<file path="src/hw/rtl/ccfd_pkg.sv">
package ccfd_pkg;

  // Parser phase; encodings above PH_LF fall back to hunting.
  typedef enum logic [3:0] {
    PH_HUNT    = 4'd0,
    PH_Z       = 4'd1,
    PH_H       = 4'd2,
    PH_TYPE    = 4'd3,
    PH_HDR     = 4'd4,
    PH_LEN_LO  = 4'd5,
    PH_LEN_HI  = 4'd6,
    PH_PAYLOAD = 4'd7,
    PH_CRC_LO  = 4'd8,
    PH_CRC_HI  = 4'd9,
    PH_CR      = 4'd10,
    PH_LF      = 4'd11
  } phase_t;

  typedef enum logic [2:0] {
    ST_OK         = 3'd0,
    ST_WRONG_TYPE = 3'd1,
    ST_CRC_BAD    = 3'd2,
    ST_BAD_TAIL   = 3'd3,
    ST_TOO_LONG   = 3'd4
  } status_t;

  // Configuration register indexes
  localparam logic CFG_EXPECTED_TYPE = 1'b0;
  localparam logic CFG_MAX_PAYLOAD   = 1'b1;

  localparam logic [7:0]  CHAR_AT   = 8'h40;
  localparam logic [7:0]  CHAR_Z    = 8'h5A;
  localparam logic [7:0]  CHAR_H    = 8'h48;
  localparam logic [7:0]  CHAR_CR   = 8'h0D;
  localparam logic [7:0]  CHAR_LF   = 8'h0A;
  localparam logic [15:0] CRC_INIT  = 16'hFFFF;
  localparam logic [15:0] CRC_POLY  = 16'hA001;
  localparam logic [7:0]  TYPE_RST  = 8'h50;
  localparam logic [15:0] MAXLEN_RST = 16'd1024;

  // CRC-16/MODBUS, one byte, LSB first
  function automatic logic [15:0] crc16_feed(input logic [15:0] crc, input logic [7:0] b);
    logic [15:0] c;
    c = crc ^ {8'h00, b};
    for (int k = 0; k < 8; k++) begin
      if (c[0]) begin
        c = (c >> 1) ^ CRC_POLY;
      end else begin
        c = c >> 1;
      end
    end
    return c;
  endfunction

  localparam logic [15:0] CRC_AFTER_AT = crc16_feed(CRC_INIT, CHAR_AT);

  typedef struct packed {
    logic [7:0]  out_byte;
    logic        payload_valid;
    logic        payload_last;
    logic        frame_done;
    status_t     frame_status;
    logic [15:0] payload_length;
    logic [31:0] header_word;
  } result_t;

endpackage

</file>
<file path="src/hw/rtl/crc_checked_frame_deframer.sv">
// Each result is registered in the output register, or in the skid entry while the output stalls.
// Throughput: one byte per cycle while the skid entry is empty; the path that sets it is the 8-step
//   CRC-16 byte update plus phase decode in ccfd_parser, between state and output register.
// Reset (rst, synchronous, active high): parser hunts for '@', CRC = 0xFFFF,
//   expected_type = 0x50, max_payload_len = 1024, output and skid registers empty.
module crc_checked_frame_deframer
  import ccfd_pkg::*;
(
  input  logic        clk,
  input  logic        rst,
  // input stream
  input  logic        s_tvalid,
  output logic        s_tready,
  input  logic [7:0]  s_tdata,   // [7:0] data_byte
  // result stream
  output logic        m_tvalid,
  input  logic        m_tready,
  output logic [55:0] m_tdata,   // [7:0] out_byte, [23:8] payload_length, [55:24] header_word
  output logic        m_tlast,   // payload_last
  output logic [4:0]  m_tuser,   // [0] payload_valid, [1] frame_done, [4:2] frame_status
  // configuration writes
  input  logic        cfg_we,
  input  logic        cfg_index,
  input  logic [15:0] cfg_data
);

  logic    in_fire;
  logic    out_fire;
  logic    res_valid;
  result_t res;

  // Output register plus one skid entry. s_tready depends only on the
  // skid flag, so there is no combinational path from m_tready back to s_tready.
  logic    out_valid;
  result_t out_res;
  logic    skid_valid;
  result_t skid_res;

  assign s_tready = !skid_valid;
  assign in_fire  = s_tvalid && s_tready;
  assign out_fire = out_valid && m_tready;

  ccfd_parser u_parser (
    .clk       (clk),
    .rst       (rst),
    .byte_valid(in_fire),
    .data_byte (s_tdata),
    .cfg_we    (cfg_we),
    .cfg_index (cfg_index),
    .cfg_data  (cfg_data),
    .res_valid (res_valid),
    .res       (res)
  );

  // Control flags
  always_ff @(posedge clk) begin
    if (rst) begin
      out_valid  <= 1'b0;
      skid_valid <= 1'b0;
    end else if (skid_valid) begin
      // no input is taken while the skid entry is full
      if (out_fire) begin
        out_valid  <= 1'b1;
        skid_valid <= 1'b0;
      end
    end else if (!out_valid || out_fire) begin
      out_valid <= in_fire && res_valid;
    end else if (in_fire && res_valid) begin
      skid_valid <= 1'b1;
    end
  end

  // Payload registers, no reset
  always_ff @(posedge clk) begin
    if (skid_valid) begin
      if (out_fire) begin
        out_res <= skid_res;
      end
    end else if (!out_valid || out_fire) begin
      out_res <= res;
    end else begin
      skid_res <= res;
    end
  end

  assign m_tvalid = out_valid;
  assign m_tdata  = {out_res.header_word, out_res.payload_length, out_res.out_byte};
  assign m_tlast  = out_res.payload_last;
  assign m_tuser  = {out_res.frame_status, out_res.frame_done, out_res.payload_valid};

  // The skid entry is only ever filled behind a pending output transaction.
  a_skid_behind_out: assert property (@(posedge clk) disable iff (rst)
    skid_valid |-> m_tvalid)
    else $error("skid entry full while output register empty");

  // A held skid entry stays until the output drains.
  a_skid_holds: assert property (@(posedge clk) disable iff (rst)
    skid_valid && !m_tready |=> skid_valid)
    else $error("skid entry dropped without output transaction");

  // tlast only on a payload result, never on a status result.
  a_last_is_payload: assert property (@(posedge clk) disable iff (rst)
    m_tvalid && m_tlast |-> m_tuser[0] && !m_tuser[1])
    else $error("tlast on a non-payload result");

  // A result is either a payload byte or a frame status, never both or neither.
  a_one_kind: assert property (@(posedge clk) disable iff (rst)
    m_tvalid |-> (m_tuser[0] != m_tuser[1]))
    else $error("result kind flags inconsistent");

endmodule

</file>
<file path="src/hw/rtl/ccfd_parser.sv">
module ccfd_parser
  import ccfd_pkg::*;
(
  input  logic        clk,
  input  logic        rst,
  input  logic        byte_valid,
  input  logic [7:0]  data_byte,
  input  logic        cfg_we,
  input  logic        cfg_index,
  input  logic [15:0] cfg_data,
  output logic        res_valid,
  output result_t     res
);

  logic [7:0]  expected_type;
  logic [15:0] max_payload_len;

  phase_t      phase, phase_next;
  logic [15:0] byte_position, byte_position_next;
  logic [15:0] running_crc, running_crc_next;
  logic [15:0] declared_length, declared_length_next;
  logic [31:0] header_bytes, header_bytes_next;
  logic [7:0]  received_crc_low, received_crc_low_next;

  logic [15:0] crc_upd;
  logic [15:0] pos_inc;
  logic        pay_last;
  logic [15:0] len_full;
  logic        crc_ok;

  assign crc_upd  = crc16_feed(running_crc, data_byte);
  assign pos_inc  = byte_position + 16'd1;
  assign pay_last = ({1'b0, byte_position} + 17'd1) >= {1'b0, declared_length};
  assign len_full = {data_byte, declared_length[7:0]};
  assign crc_ok   = (received_crc_low == running_crc[7:0]) &&
                    (data_byte == running_crc[15:8]);

  always_ff @(posedge clk) begin
    if (rst) begin
      expected_type   <= TYPE_RST;
      max_payload_len <= MAXLEN_RST;
    end else if (cfg_we) begin
      case (cfg_index)
        CFG_EXPECTED_TYPE: expected_type   <= cfg_data[7:0];
        CFG_MAX_PAYLOAD:   max_payload_len <= cfg_data;
        default: ;
      endcase
    end
  end

  // next state
  always_comb begin
    phase_next            = phase;
    byte_position_next    = byte_position;
    running_crc_next      = running_crc;
    declared_length_next  = declared_length;
    header_bytes_next     = header_bytes;
    received_crc_low_next = received_crc_low;
    case (phase)
      PH_Z, PH_H: begin
        if ((phase == PH_Z && data_byte == CHAR_Z) ||
            (phase == PH_H && data_byte == CHAR_H)) begin
          running_crc_next = crc_upd;
          phase_next       = (phase == PH_Z) ? PH_H : PH_TYPE;
        end else if (data_byte == CHAR_AT) begin
          phase_next            = PH_Z;
          byte_position_next    = '0;
          declared_length_next  = '0;
          header_bytes_next     = '0;
          received_crc_low_next = '0;
          running_crc_next      = CRC_AFTER_AT;
        end else begin
          phase_next = PH_HUNT;
        end
      end
      PH_TYPE: begin
        if (data_byte != expected_type) begin
          phase_next = PH_HUNT;
        end else begin
          running_crc_next   = crc_upd;
          byte_position_next = '0;
          phase_next         = PH_HDR;
        end
      end
      PH_HDR: begin
        running_crc_next = crc_upd;
        case (byte_position[1:0])
          2'd0: header_bytes_next[7:0]   = header_bytes[7:0]   | data_byte;
          2'd1: header_bytes_next[15:8]  = header_bytes[15:8]  | data_byte;
          2'd2: header_bytes_next[23:16] = header_bytes[23:16] | data_byte;
          default: header_bytes_next[31:24] = header_bytes[31:24] | data_byte;
        endcase
        byte_position_next = pos_inc;
        if (pos_inc >= 16'd4) begin
          phase_next = PH_LEN_LO;
        end
      end
      PH_LEN_LO: begin
        running_crc_next     = crc_upd;
        declared_length_next = {8'h00, data_byte};
        phase_next           = PH_LEN_HI;
      end
      PH_LEN_HI: begin
        running_crc_next     = crc_upd;
        declared_length_next = len_full;
        if (len_full > max_payload_len) begin
          phase_next = PH_HUNT;
        end else begin
          byte_position_next = '0;
          phase_next         = (len_full == 16'd0) ? PH_CRC_LO : PH_PAYLOAD;
        end
      end
      PH_PAYLOAD: begin
        running_crc_next   = crc_upd;
        byte_position_next = pos_inc;
        if (pay_last) begin
          phase_next = PH_CRC_LO;
        end
      end
      PH_CRC_LO: begin
        received_crc_low_next = data_byte;
        phase_next            = PH_CRC_HI;
      end
      PH_CRC_HI: phase_next = crc_ok ? PH_CR : PH_HUNT;
      PH_CR:     phase_next = (data_byte == CHAR_CR) ? PH_LF : PH_HUNT;
      PH_LF:     phase_next = PH_HUNT;
      default: begin
        if (data_byte == CHAR_AT) begin
          phase_next            = PH_Z;
          byte_position_next    = '0;
          declared_length_next  = '0;
          header_bytes_next     = '0;
          received_crc_low_next = '0;
          running_crc_next      = CRC_AFTER_AT;
        end else begin
          phase_next = PH_HUNT;
        end
      end
    endcase
  end

  // result for the byte being taken
  always_comb begin
    res_valid          = 1'b0;
    res.out_byte       = '0;
    res.payload_valid  = 1'b0;
    res.payload_last   = 1'b0;
    res.frame_done     = 1'b0;
    res.frame_status   = ST_OK;
    res.payload_length = declared_length;
    res.header_word    = header_bytes;
    case (phase)
      PH_TYPE: begin
        if (data_byte != expected_type) begin
          res_valid        = 1'b1;
          res.frame_done   = 1'b1;
          res.frame_status = ST_WRONG_TYPE;
        end
      end
      PH_LEN_HI: begin
        res.payload_length = len_full;
        if (len_full > max_payload_len) begin
          res_valid        = 1'b1;
          res.frame_done   = 1'b1;
          res.frame_status = ST_TOO_LONG;
        end
      end
      PH_PAYLOAD: begin
        res_valid         = 1'b1;
        res.out_byte      = data_byte;
        res.payload_valid = 1'b1;
        res.payload_last  = pay_last;
      end
      PH_CRC_HI: begin
        if (!crc_ok) begin
          res_valid        = 1'b1;
          res.frame_done   = 1'b1;
          res.frame_status = ST_CRC_BAD;
        end
      end
      PH_CR: begin
        if (data_byte != CHAR_CR) begin
          res_valid        = 1'b1;
          res.frame_done   = 1'b1;
          res.frame_status = ST_BAD_TAIL;
        end
      end
      PH_LF: begin
        res_valid        = 1'b1;
        res.frame_done   = 1'b1;
        res.frame_status = (data_byte == CHAR_LF) ? ST_OK : ST_BAD_TAIL;
      end
      default: ;
    endcase
  end

  always_ff @(posedge clk) begin
    if (rst) begin
      phase            <= PH_HUNT;
      byte_position    <= '0;
      running_crc      <= CRC_INIT;
      declared_length  <= '0;
      header_bytes     <= '0;
      received_crc_low <= '0;
    end else if (byte_valid) begin
      phase            <= phase_next;
      byte_position    <= byte_position_next;
      running_crc      <= running_crc_next;
      declared_length  <= declared_length_next;
      header_bytes     <= header_bytes_next;
      received_crc_low <= received_crc_low_next;
    end
  end

endmodule
</file>
<file path="config.mk">
export PLATFORM = sky130hd
export DESIGN_NAME = crc_checked_frame_deframer
export DESIGN_NICKNAME = d
export VERILOG_FILES = /design/src/hw/rtl/ccfd_pkg.sv /design/src/hw/rtl/crc_checked_frame_deframer.sv /design/src/hw/rtl/ccfd_parser.sv
export SDC_FILE = /design/constraint.sdc
export NUM_CORES = 1
export LEC_CHECK = 0
export BUFFER_PORTS_ARGS = -buffer_cell sky130_fd_sc_hd__buf_2
export CELL_PAD_IN_SITES_DETAIL_PLACEMENT = 0
export CELL_PAD_IN_SITES_GLOBAL_PLACEMENT = 2
export CORE_ASPECT_RATIO = 1.5
export CORE_MARGIN = 4
export CORE_UTILIZATION = 42
export DETAILED_ROUTE_END_ITERATION = 12
export GPL_ROUTABILITY_DRIVEN = 0
export PLACE_DENSITY = 0.91
export REMOVE_ABC_BUFFERS = 1
export SYNTH_ARGS = -nofsm -noshare
export SYNTH_HDL_FRONTEND = slang
export SYNTH_SLANG_ARGS = --single-unit
export TNS_END_PERCENT = 20
</file>
<file path="constraint.sdc">
create_clock -name clk -period 11.32 [get_ports clk]
set_input_delay 0.566 -clock clk [delete_from_list [all_inputs] [get_ports clk]]
set_output_delay 0.566 -clock clk [all_outputs]
set_load 0.02 [all_outputs]
</file>
# Word-level counts from Yosys, hierarchy flattened

Index checks and enable logic that the tools add are counted.

Add/sub/neg operators: 2
Magnitude comparators: 3
Equality and inequality tests: 32
Multiplexer cells: 64
Bitwise operators: 22
Reduce and logical (&&, ||, !) cells: 37

Operators with widths:

| kind                  | number |
|---|---|
| $mux 16               | 18 |
| $mux 62               | 3 |
| $pmux 16 s4           | 2 |
| $pmux 32 s3           | 1 |
| $pmux 16 s5           | 1 |
| $mux 32               | 2 |
| $mux 8                | 6 |
| $mux 4                | 11 |
| $pmux 4 s10           | 1 |
| $or 8x8->8            | 4 |
| $eq 8x7->1 const B    | 3 |
| $not 2->3             | 8 |
| $pmux 8 s3            | 1 |
| $pmux 4 s5            | 1 |
| $reduce_and 4->1      | 5 |
| $add 16x1->17 const B | 1 |
| $ge 17x16->1          | 1 |
| $add 16x1->16 const B | 1 |
| $eq 4x3->1 const B    | 4 |
| $eq 4x4->1 const B    | 4 |
| $eq 8x4->1 const B    | 2 |
| $eq 8x8->1            | 2 |
| $ge 16x3->1 const B   | 1 |
| $gt 16x16->1          | 1 |
| other kinds (30)      | 76 |

Flip-flop bits (word level): 242
Input port bits: 30
Output and inout port bits: 64
Logic and storage cells: 188

# Longest topological paths before layout

Gate-level depths: netlist of run 1.

Depth after elaboration: 19
Mapped depth: 13
Gate-level depth less buffers: 13

# Modules after synthesis

A second synthesis of run 1 with hierarchy kept.

Cell total of the unflattened synthesis: 1,059
Area total of the unflattened synthesis: 11,383.4 sq um

By module, submodules not included:

| module                     | instances | cells each | area an instance (sq um) | seq. area each (sq um) |
|---|---|---|---|---|
| ccfd_parser                | 1         | 853        | 6,658.9                  | 2,322.2 |
| crc_checked_frame_deframer | 1         | 206        | 4,724.5                  | 3,763.6 |

# Worst setup path after synthesis of run 1

Ideal clock, no wire load.

Path kind: flip-flop to flip-flop
From: register skid_valid
To: register skid_res[0] in the netlist's numbering (enable)
Setup time: 0.558 ns
Arrival time: 4.888 ns
Required time: 10.762 ns
Path slack: 5.874 ns
Stages on the path, launching flop included: 4
Buffers on the path: 2
Clock period less this slack: 5.446 ns
Cell sequence: dfxtp_1 > clkbuf_1 > clkbuf_1 > nor3_1

Cells in the longest elaborated chain, start to end: 2

Ends and longest elaborated chain:

| element                           | line                             | text |
|---|---|---|
| from (decl)                       | crc_checked_frame_deframer.sv:36 | `logic skid_valid;` |
| from (signal assigned)            | crc_checked_frame_deframer.sv:59 | `skid_valid <= 1'b0;` |
| from (signal assigned)            | crc_checked_frame_deframer.sv:64 | `skid_valid <= 1'b0;` |
| from (signal assigned)            | crc_checked_frame_deframer.sv:69 | `skid_valid <= 1'b1;` |
| $not 1->1 (no source line)        | -                                |  |
| $reduce_and 2->1 (no source line) | -                                |  |
| to (signal assigned)              | crc_checked_frame_deframer.sv:82 | `skid_res <= res;` |
| to (decl)                         | crc_checked_frame_deframer.sv:37 | `result_t skid_res;` |

Every way passes these cells.
A chain may end at the register's enable or synchronous reset.

# Worst setup path after layout of run 1

From: register u_parser.phase[3]
To: register u_parser.byte_position[2]

Cells in the longest elaborated chain, start to end: 5
Elaborated cells between the ends (all ways): 23
Those cells by class: eq/ne: 14; mux: 1; bitwise: 1; reduce/logical: 7

Ends and longest elaborated chain:

| element                                  | line                                                    | text |
|---|---|---|
| from (decl)                              | ccfd_parser.sv:18                                       | `phase_t phase, phase_next;` |
| from (signal assigned)                   | ccfd_parser.sv:206                                      | `phase <= phase_next;` |
| $eq 4x1->1 or $eq 4x2->1 (tied branches) | ccfd_parser.sv:59, ccfd_parser.sv:61, ccfd_parser.sv:62 |  |
| $logic_and 1x1->1 (on tied branches)     | ccfd_parser.sv:61, ccfd_parser.sv:62                    |  |
| $logic_or 1x1->1                         | ccfd_parser.sv:61                                       | `if ((phase == PH_Z && data_byte == CHAR_Z) \|\|` |
| $ne 2x2->1 (no source line)              | -                                                       |  |
| $reduce_and 5->1 (no source line)        | -                                                       |  |
| to (signal assigned)                     | ccfd_parser.sv:207                                      | `byte_position <= byte_position_next;` |
| to (decl)                                | ccfd_parser.sv:19                                       | `logic [15:0] byte_position, byte_position_next;` |

Parallel ways exist; a longest one is shown, timed or not.

==> impl_metrics.prom, run 1 <==
# TYPE chip_impl_metric gauge
chip_impl_metric{name="cts_made_buffers",unit=""} 23
chip_impl_metric{name="post-route-min-period",unit="ns"} 3.32
chip_impl_metric{name="asyncSetResetFlopFracSynth",unit="%"} 0
chip_impl_metric{name="synth.distinct_cells",unit=""} 62
chip_impl_metric{name="finalSetupViolCount",unit=""} 0
chip_impl_metric{name="io_buffer_count",unit=""} 93
chip_impl_info{name="cp_cell_sequence",value="inv_1 -> ha_1 -> and2_1 -> nand3_1 -> and2_1 -> a32o_1"} 1
chip_impl_info{name="run_status",value="finished clean"} 1
chip_impl_info{name="critPathLaunch",value="u_parser.phase[3]"} 1
chip_impl_info{name="timing.critical_path.to",value="u_parser.byte_position[2]"} 1
chip_impl_metric{name="synth_top_area_share",unit="%"} 33.7
chip_impl_metric{name="n_antenna_cell",unit=""} 0
chip_impl_metric{name="wire_length_of_the_first_global_routing_pass",unit="um"} 41200
chip_impl_metric{name="floorplan.die.height",unit="um"} 207
chip_impl_metric{name="irDropWorstVdd",unit="V"} 0.0000931
chip_impl_metric{name="critical-path-max-stage-delay",unit="ns"} 0.76
chip_impl_metric{name="clock-sinks",unit=""} 242
chip_impl_metric{name="report.final.slew_viol_count",unit=""} 0
chip_impl_metric{name="antenna_violations_before_repair",unit=""} 0
chip_impl_metric{name="share_of_layout_cells_above_drive_strength_1",unit="%"} 18.3
chip_impl_metric{name="reg2reg_setup_slack",unit="ns"} 8.00
chip_impl_metric{name="layout_setup_ws",unit="ns"} 8.00
chip_impl_metric{name="clk_pin_slew_worst_paths",unit="ns"} 0.06
chip_impl_metric{name="slew_headroom",unit="%"} 34.5
chip_impl_metric{name="finalWirelength",unit="um"} 25700
chip_impl_metric{name="die-area",unit="mm^2"} 0.0290
chip_impl_metric{name="x_dimension_of_the_die",unit="um"} 140
chip_impl_info{name="netlist_top_cells_area",value="sky130_fd_sc_hd__edfxtp_1, sky130_fd_sc_hd__dfxtp_1, sky130_fd_sc_hd__mux2_2"} 1
chip_impl_info{name="rr_startpoint",value="u_parser.phase[3]"} 1
chip_impl_info{name="yosysTopAreaCell",value="sky130_fd_sc_hd__edfxtp_1"} 1
chip_impl_metric{name="finalHoldViolCount",unit=""} 0
chip_impl_info{name="worst_hold_path_type",value="in -> reg"} 1
chip_impl_metric{name="synth_area",unit="mm^2"} 0.0110
chip_impl_metric{name="tightest_slew",unit="ns"} 0.979
chip_impl_metric{name="clock_tree.htree_level_count",unit=""} 1
chip_impl_metric{name="initial_utilization",unit="%"} 42.7
chip_impl_info{name="critical_setup_path_class",value="reg -> reg"} 1
chip_impl_info{name="final_cell_mix",value="sky130_fd_sc_hd__nand2_1, sky130_fd_sc_hd__edfxtp_1, sky130_fd_sc_hd__dfxtp_1"} 1
chip_impl_metric{name="clk_path_buf_depth",unit=""} 3
chip_impl_metric{name="power_per_cell_area",unit="mW/mm^2"} 145
chip_impl_metric{name="route.detailed.drc",unit=""} 0
chip_impl_metric{name="vias",unit=""} 7684
chip_impl_metric{name="design_area",unit="mm^2"} 0.0126
chip_impl_metric{name="fmax",unit="MHz"} 301
chip_impl_metric{name="timing.clock.skew",unit="ns"} 0.0237
chip_impl_metric{name="drt_pre_antenna_iters",unit=""} 6
chip_impl_info{name="layout.cells.most_common",value="sky130_fd_sc_hd__nand2_1"} 1
chip_impl_metric{name="critical_path.max_fanout",unit=""} 25
chip_impl_info{name="rsz0062_at_grt",value="no"} 1
chip_impl_metric{name="clk_latency",unit="ns"} 0.52
chip_impl_metric{name="floorplan.io_pins",unit=""} 94
chip_impl_metric{name="core_area",unit="mm^2"} 0.0259
chip_impl_metric{name="globalRouteTotalUtil",unit="%"} 17.6
chip_impl_metric{name="min_period_over_period",unit="%"} 29.3
chip_impl_metric{name="detailedPlacementHpwl",unit="um"} 17600
chip_impl_metric{name="fin_setup_tns",unit="ns"} 0
chip_impl_metric{name="rows",unit=""} 72
chip_impl_info{name="hold_path.startpoint",value="cfg_data[1]"} 1
chip_impl_info{name="tritoncts",value="built"} 1
chip_impl_metric{name="detailed_place.area",unit="mm^2"} 0.0118
chip_impl_metric{name="yosysSeqAreaShare",unit="%"} 55.1
chip_impl_metric{name="leakagePower",unit="uW"} 0.00494
chip_impl_metric{name="worstPathRequired",unit="ns"} 11.71
chip_impl_info{name="worst_setup_path_start_kind",value="register"} 1
chip_impl_metric{name="synth-edff-count",unit=""} 124
chip_impl_info{name="end_kind",value="register"} 1
chip_impl_metric{name="worst-r2r-cell-count",unit=""} 6
chip_impl_metric{name="grt_start_max_net_pins",unit=""} 63
chip_impl_metric{name="synth_warnings",unit=""} 0
chip_impl_metric{name="drt_first_iter_violations",unit=""} 540
chip_impl_metric{name="crit_arrival",unit="ns"} 3.72
chip_impl_metric{name="ant_nets",unit=""} 0
chip_impl_info{name="clockRootBuffer",value="sky130_fd_sc_hd__clkbuf_16"} 1
chip_impl_metric{name="synth.ff_latch_count",unit=""} 242
chip_impl_metric{name="hold_buffer_count_at_cts",unit=""} 0
chip_impl_info{name="worst_path_max_delay_cell",value="sky130_fd_sc_hd__and2_1"} 1
chip_impl_metric{name="routed_wire_length_per_instance",unit="um"} 17.6
chip_impl_metric{name="grt_remaining_overflow",unit=""} 0
chip_impl_metric{name="fin_nets",unit=""} 1180
chip_impl_metric{name="fin_total_pwr",unit="uW"} 1820
chip_impl_metric{name="synthesis_to_layout_area_growth",unit="%"} 13.8
chip_impl_metric{name="place_ws",unit="ns"} 7.65
chip_impl_info{name="synth_flop_cell",value="sky130_fd_sc_hd__edfxtp_1"} 1
chip_impl_metric{name="synthesis.instances",unit=""} 1045
chip_impl_info{name="crit_path_frequent_cell",value="sky130_fd_sc_hd__and2_1"} 1
chip_impl_metric{name="drt_via_density",unit=""} 5.26
chip_impl_info{name="crit-reg2reg-capture",value="u_parser.byte_position[2]"} 1
chip_impl_metric{name="cts_resized",unit=""} 0
chip_impl_metric{name="post_synth.cell_area_avg",unit="um^2"} 10.6
chip_impl_metric{name="grt_pass1_vias",unit=""} 7669
chip_impl_metric{name="cap_violations",unit=""} 0
chip_impl_metric{name="post_cts.repair.setup_buffers",unit=""} 0
## per-stage QoR
| step | util [%] | hold slack (ns) | cells |
|---|---|---|---|
| final | 48.6 | 0.296 | 1460 |
| after CTS | 48.6 | 0.274 | 1460 |
| after global routing | 48.6 | 0.285 | 1460 |
| after detailed placement | 45.4 | 0.444 | 1418 |
| after global placement | 45.4 | 0.438 | 1418 |
| after floorplan | - | 0.427 | 986 |
## layout make-up
| type | instances | area [um^2] |
|---|---|---|
| Fill cell | 2350 | 13300 |
| Timing Repair Buffer | 99 | 510 |
| Clock buffer | 30 | 602 |
| Sequential cell | 242 | 6090 |
| Clock inverter | 12 | 219 |
| Tap cell | 333 | 417 |
| Multi-Input combinational cell | 696 | 4560 |
| Inverter | 48 | 180 |
## routing by layer
metal  routed length [um]  global-route usage (%)
met4                  770                    5.75
met1                10400                    20.9
met3                 1190                    2.21
met5                    0                       0
met2                13300                    33.0
## power by group
part | switching, uW | leakage (uW) | internal (uW)
logic | 43.4 | 0.00224 | 21.6
clock network | 324 | 0.000397 | 514
registers | 2.37 | 0.00230 | 917
total | 370 | 0.00494 | 1450
## state kept, by name (all words and copies together) (netlist names)
register,count
skid_res,62
m_tdata,56
u_parser.header_bytes,32
u_parser.byte_position,16
u_parser.declared_length,16
u_parser.max_payload_len,16
u_parser.running_crc,16
u_parser.expected_type,8
u_parser.received_crc_low,8
m_tuser,5
u_parser.phase,4
m_tlast,1
m_tvalid,1
skid_valid,1
## synthesized netlist by cell type (7+ instances only)
master	number
sky130_fd_sc_hd__xnor2_1	33
sky130_fd_sc_hd__mux2_2	52
sky130_fd_sc_hd__nand2_1	131
sky130_fd_sc_hd__nand3_1	29
sky130_fd_sc_hd__a21o_1	7
sky130_fd_sc_hd__mux2i_1	14
sky130_fd_sc_hd__o211ai_1	7
sky130_fd_sc_hd__a21oi_1	106
sky130_fd_sc_hd__xor2_1	25
sky130_fd_sc_hd__nand2b_1	10
sky130_fd_sc_hd__dfxtp_1	118
sky130_fd_sc_hd__edfxtp_1	124
sky130_fd_sc_hd__a221o_1	7
sky130_fd_sc_hd__clkbuf_1	43
sky130_fd_sc_hd__inv_1	47
sky130_fd_sc_hd__o31ai_1	8
sky130_fd_sc_hd__ha_1	40
sky130_fd_sc_hd__and2_1	13
sky130_fd_sc_hd__nor4_1	10
sky130_fd_sc_hd__nor2_1	73
sky130_fd_sc_hd__and3_1	9
sky130_fd_sc_hd__nand4_1	23
sky130_fd_sc_hd__nor3_1	11
sky130_fd_sc_hd__buf_2	9
sky130_fd_sc_hd__o21ai_0	37
## worst max-delay path, delay by kind of cell (launching register included)
family / cells / cell delay, ns
flip-flops: 1 / 0.35
AO/OA/AOI/OAI: 1 / 0.34
adder cells (fa/ha/maj): 1 / 0.48
buffers and inverters: 1 / 0.09
AND/OR/NAND/NOR: 3 / 1.93
## how the worst min path moves through the flow
stage               slack, ns  depth (start not counted)                           end
global route             0.28                          3  u_parser.max_payload_len[14]
CTS                      0.27                          3     u_parser.expected_type[1]
finish                   0.30                          3     u_parser.expected_type[1]
floorplan                0.43                          0                   skid_res[0]
global placement         0.44                          0                  skid_res[25]
detailed placement       0.44                          0                   skid_res[3]
## logic make-up (layout without fill, tap and decap cells)
logic type	count (synthesis)	after routing	share of synthesized area [%]
and+or+nand+nor	333	333	14.3
muxes	66	66	6.57
AOI/OAI and AO/OA	198	198	10.9
adders and majority gates	40	40	4.53
buffers and inverters	107	189	3.81
xor gates and xnor gates	59	59	4.75
DFF	242	242	55.1
Note: power is estimated with default switching activity, not from simulation.
==> run 2: changes to the inputs <==
- CORE_UTILIZATION: 42 -> 35
- PLACE_DENSITY: 0.91 -> 0.82
- clock period: 11.32 -> 2.7 ns (I/O delays scaled with it)
==> impl_metrics.prom, run 2 (synthesized netlist as in run 1, its figures left out) <==
# TYPE chip_impl_metric gauge
chip_impl_info{name="run_status",value="finished, violations left"} 1
chip_impl_info{name="violations",value="setup timing"} 1
chip_impl_metric{name="leakagePower",unit="uW"} 0.00557
chip_impl_metric{name="antenna_violations_before_repair",unit=""} 0
chip_impl_metric{name="globalRouteTotalUtil",unit="%"} 15.7
chip_impl_metric{name="tightest_slew",unit="ns"} 0.637
chip_impl_metric{name="irDropWorstVdd",unit="V"} 0.000292
chip_impl_metric{name="finalWirelength",unit="um"} 27800
chip_impl_metric{name="critical_path_buf_inv_count",unit=""} 2
chip_impl_metric{name="die-area",unit="mm^2"} 0.0345
chip_impl_info{name="worst_path_max_delay_cell",value="sky130_fd_sc_hd__a211oi_4"} 1
chip_impl_metric{name="cts_made_buffers",unit=""} 24
chip_impl_metric{name="drt_via_density",unit=""} 4.89
chip_impl_metric{name="clock-sinks",unit=""} 242
chip_impl_info{name="rsz0062_at_grt",value="yes"} 1
chip_impl_metric{name="fin_nets",unit=""} 1301
chip_impl_metric{name="detailedPlacementHpwl",unit="um"} 20200
chip_impl_info{name="critical_setup_path_class",value="reg -> reg"} 1
chip_impl_metric{name="clock_tree.htree_level_count",unit=""} 1
chip_impl_info{name="rr_startpoint",value="u_parser.byte_position[0]"} 1
chip_impl_metric{name="grt_pass1_vias",unit=""} 8041
chip_impl_metric{name="synthesis_to_layout_area_growth",unit="%"} 25.2
chip_impl_metric{name="floorplan.die.height",unit="um"} 226
chip_impl_metric{name="critical_path.max_fanout",unit=""} 4
chip_impl_metric{name="route.detailed.drc",unit=""} 0
chip_impl_metric{name="share_of_layout_cells_above_drive_strength_1",unit="%"} 26.1
chip_impl_metric{name="n_antenna_cell",unit=""} 0
chip_impl_metric{name="fin_total_pwr",unit="uW"} 7590
chip_impl_info{name="final_cell_mix",value="sky130_fd_sc_hd__nand2_1, sky130_fd_sc_hd__edfxtp_1, sky130_fd_sc_hd__dfxtp_1"} 1
chip_impl_metric{name="design_area",unit="mm^2"} 0.0138
chip_impl_metric{name="layout.filler_cells",unit=""} 2961
chip_impl_metric{name="power_per_cell_area",unit="mW/mm^2"} 549
chip_impl_metric{name="routed_wire_length_per_instance",unit="um"} 16.8
chip_impl_metric{name="fmax",unit="MHz"} 357
chip_impl_info{name="hold_path.startpoint",value="cfg_index"} 1
chip_impl_info{name="layout.cells.most_common",value="sky130_fd_sc_hd__nand2_1"} 1
chip_impl_metric{name="vias",unit=""} 8080
chip_impl_metric{name="grt_remaining_overflow",unit=""} 0
chip_impl_metric{name="drt_pre_antenna_iters",unit=""} 4
chip_impl_info{name="worst_hold_path_type",value="in -> reg"} 1
chip_impl_metric{name="fin_setup_tns",unit="ns"} -0.274
chip_impl_metric{name="timing.clock.skew",unit="ns"} 0.0229
chip_impl_metric{name="finalHoldViolCount",unit=""} 0
chip_impl_info{name="tritoncts",value="built"} 1
chip_impl_metric{name="slew_headroom",unit="%"} 57.3
chip_impl_metric{name="cap_violations",unit=""} 0
chip_impl_metric{name="drt_first_iter_violations",unit=""} 476
chip_impl_metric{name="grt_start_max_net_pins",unit=""} 64
chip_impl_info{name="critPathLaunch",value="u_parser.byte_position[0]"} 1
chip_impl_metric{name="ant_nets",unit=""} 0
chip_impl_metric{name="worstPathRequired",unit="ns"} 3.16
chip_impl_metric{name="rows",unit=""} 79
chip_impl_info{name="cp_cell_sequence",value="buf_6 -> nand4_1 -> buf_4 -> nor2_4 -> xor2_1 -> ha_1 -> nand2_2 -> nor2_4 -> o211ai_1 -> o21a_1 -> o221ai_2 -> a21oi_4 -> a211oi_4 -> mux2i_1"} 1
chip_impl_metric{name="core_area",unit="mm^2"} 0.0310
chip_impl_metric{name="area_taken_by_multi_input_logic_gates",unit="mm^2"} 0.00467
chip_impl_metric{name="layout_setup_ws",unit="ns"} -0.0980
chip_impl_metric{name="detailed_place.area",unit="mm^2"} 0.0126
chip_impl_metric{name="wire_length_of_the_first_global_routing_pass",unit="um"} 43700
chip_impl_metric{name="floorplan.io_pins",unit=""} 94
chip_impl_metric{name="initial_utilization",unit="%"} 35.6
chip_impl_metric{name="crit_arrival",unit="ns"} 3.26
chip_impl_info{name="timing.critical_path.max_delay_family",value="compound AO/OA/AOI/OAI gates"} 1
chip_impl_metric{name="io_buffer_count",unit=""} 93
chip_impl_info{name="clockRootBuffer",value="sky130_fd_sc_hd__clkbuf_16"} 1
chip_impl_metric{name="critical-path-max-stage-delay",unit="ns"} 0.37
chip_impl_info{name="crit_path_frequent_cell",value="sky130_fd_sc_hd__nor2_4"} 1
chip_impl_metric{name="min_period_over_period",unit="%"} 104
chip_impl_metric{name="clk_pin_slew_worst_paths",unit="ns"} 0.07
chip_impl_metric{name="largest_reg_flops",unit=""} 62
chip_impl_metric{name="clk_path_buf_depth",unit=""} 3
chip_impl_metric{name="post-route-min-period",unit="ns"} 2.80
chip_impl_metric{name="clk_latency",unit="ns"} 0.53
chip_impl_info{name="worst_setup_path_start_kind",value="register"} 1
chip_impl_metric{name="finalSetupViolCount",unit=""} 4
chip_impl_metric{name="report.final.slew_viol_count",unit=""} 0
chip_impl_metric{name="x_dimension_of_the_die",unit="um"} 153
chip_impl_metric{name="final-seq-area",unit="mm^2"} 0.00609
chip_impl_info{name="max_flop_register",value="skid_res"} 1
chip_impl_info{name="end_kind",value="register"} 1
==> run 2: changes by cell type in the layout (fill, tap and decap cells not counted), moves of 3 or more <==
| cell | previous run | this run |
|---|---|---|
| sky130_fd_sc_hd__dfxtp_2 | 1 | 4 |
| sky130_fd_sc_hd__dlygate4sd3_1 | 0 | 26 |
| sky130_fd_sc_hd__buf_12 | 0 | 7 |
| sky130_fd_sc_hd__buf_4 | 6 | 91 |
| sky130_fd_sc_hd__dfxtp_1 | 117 | 114 |
| sky130_fd_sc_hd__bufinv_16 | 6 | 3 |
| sky130_fd_sc_hd__nor2_1 | 73 | 69 |
==> run 2: what timing repair did <==
item | CTS | global route
hold buffers | 26 | 0
pin swaps | 11 | 12
setup endpoints to repair | 6 | 22
hold endpoints to repair | 27 | 0
buffers inserted | 8 | 1
resized for setup | 20 | 11
==> run 2: power by group <==
part	switching [uW]	internal, uW	total, uW
registers	10.2	3840	3850
clock network	1400	2000	3400
logic	199	133	332
total	1610	5970	7590
==> run 2: per-stage QoR <==
| step | utilization [%] | std cells | hold WS (ns) | setup WS (ns) |
|---|---|---|---|---|
| global placement | 40.5 | 1577 | 0.376 | -0.142 |
| detailed placement | 40.5 | 1577 | 0.366 | -0.205 |
| global route | 44.5 | 1654 | 0.0730 | -0.218 |
| finish | 44.5 | 1654 | 0.0357 | -0.0980 |
| CTS | 44.4 | 1654 | 0.00316 | -0.0361 |
| floorplan | - | 986 | 0.204 | -3.18 |
==> run 2: final cells by class <==
cell class	instances	area share (%)
Timing Repair Buffer	219	11.4
Sequential cell	242	44.1
Clock buffer	33	4.72
Tap cell	405	3.67
Inverter	48	1.30
Multi-Input combinational cell	696	33.8
Clock inverter	11	1.12
==> run 2: metal layers <==
layer / GRT usage [%] / share of wire, % / vias up
met5: 0 / 0 / -
met4: 4.66 / 2.1 / 0
met3: 1.61 / 4.0 / 31
met2: 29.9 / 53 / 157
met1: 18.6 / 41 / 3832
li1: - / - / 4060
==> run 2: worst paths after layout <==
| path | endpoint | slack [ns] | depth (start not counted) |
|---|---|---|---|
| worst max-delay path | u_parser.phase[0] | -0.1 | 14 |
| worst min register to register | u_parser.max_payload_len[1] | 0.46 | 2 |
| worst max register to register | u_parser.phase[0] | -0.1 | 14 |
| worst min-delay path | u_parser.expected_type[6] | 0.04 | 4 |
==> run 2: worst register-to-register path, stage by stage, from the launching register on <==
cell and delay, ns:
sky130_fd_sc_hd__dfxtp_2 0.34, sky130_fd_sc_hd__buf_6 0.11, sky130_fd_sc_hd__nand4_1 0.20, sky130_fd_sc_hd__buf_4 0.22
sky130_fd_sc_hd__nor2_4 0.07, sky130_fd_sc_hd__xor2_1 0.09, sky130_fd_sc_hd__ha_1 0.29, sky130_fd_sc_hd__nand2_2 0.06
sky130_fd_sc_hd__nor2_4 0.10, sky130_fd_sc_hd__o211ai_1 0.09, sky130_fd_sc_hd__o21a_1 0.20, sky130_fd_sc_hd__o221ai_2 0.23
sky130_fd_sc_hd__a21oi_4 0.11, sky130_fd_sc_hd__a211oi_4 0.37, sky130_fd_sc_hd__mux2i_1 0.25
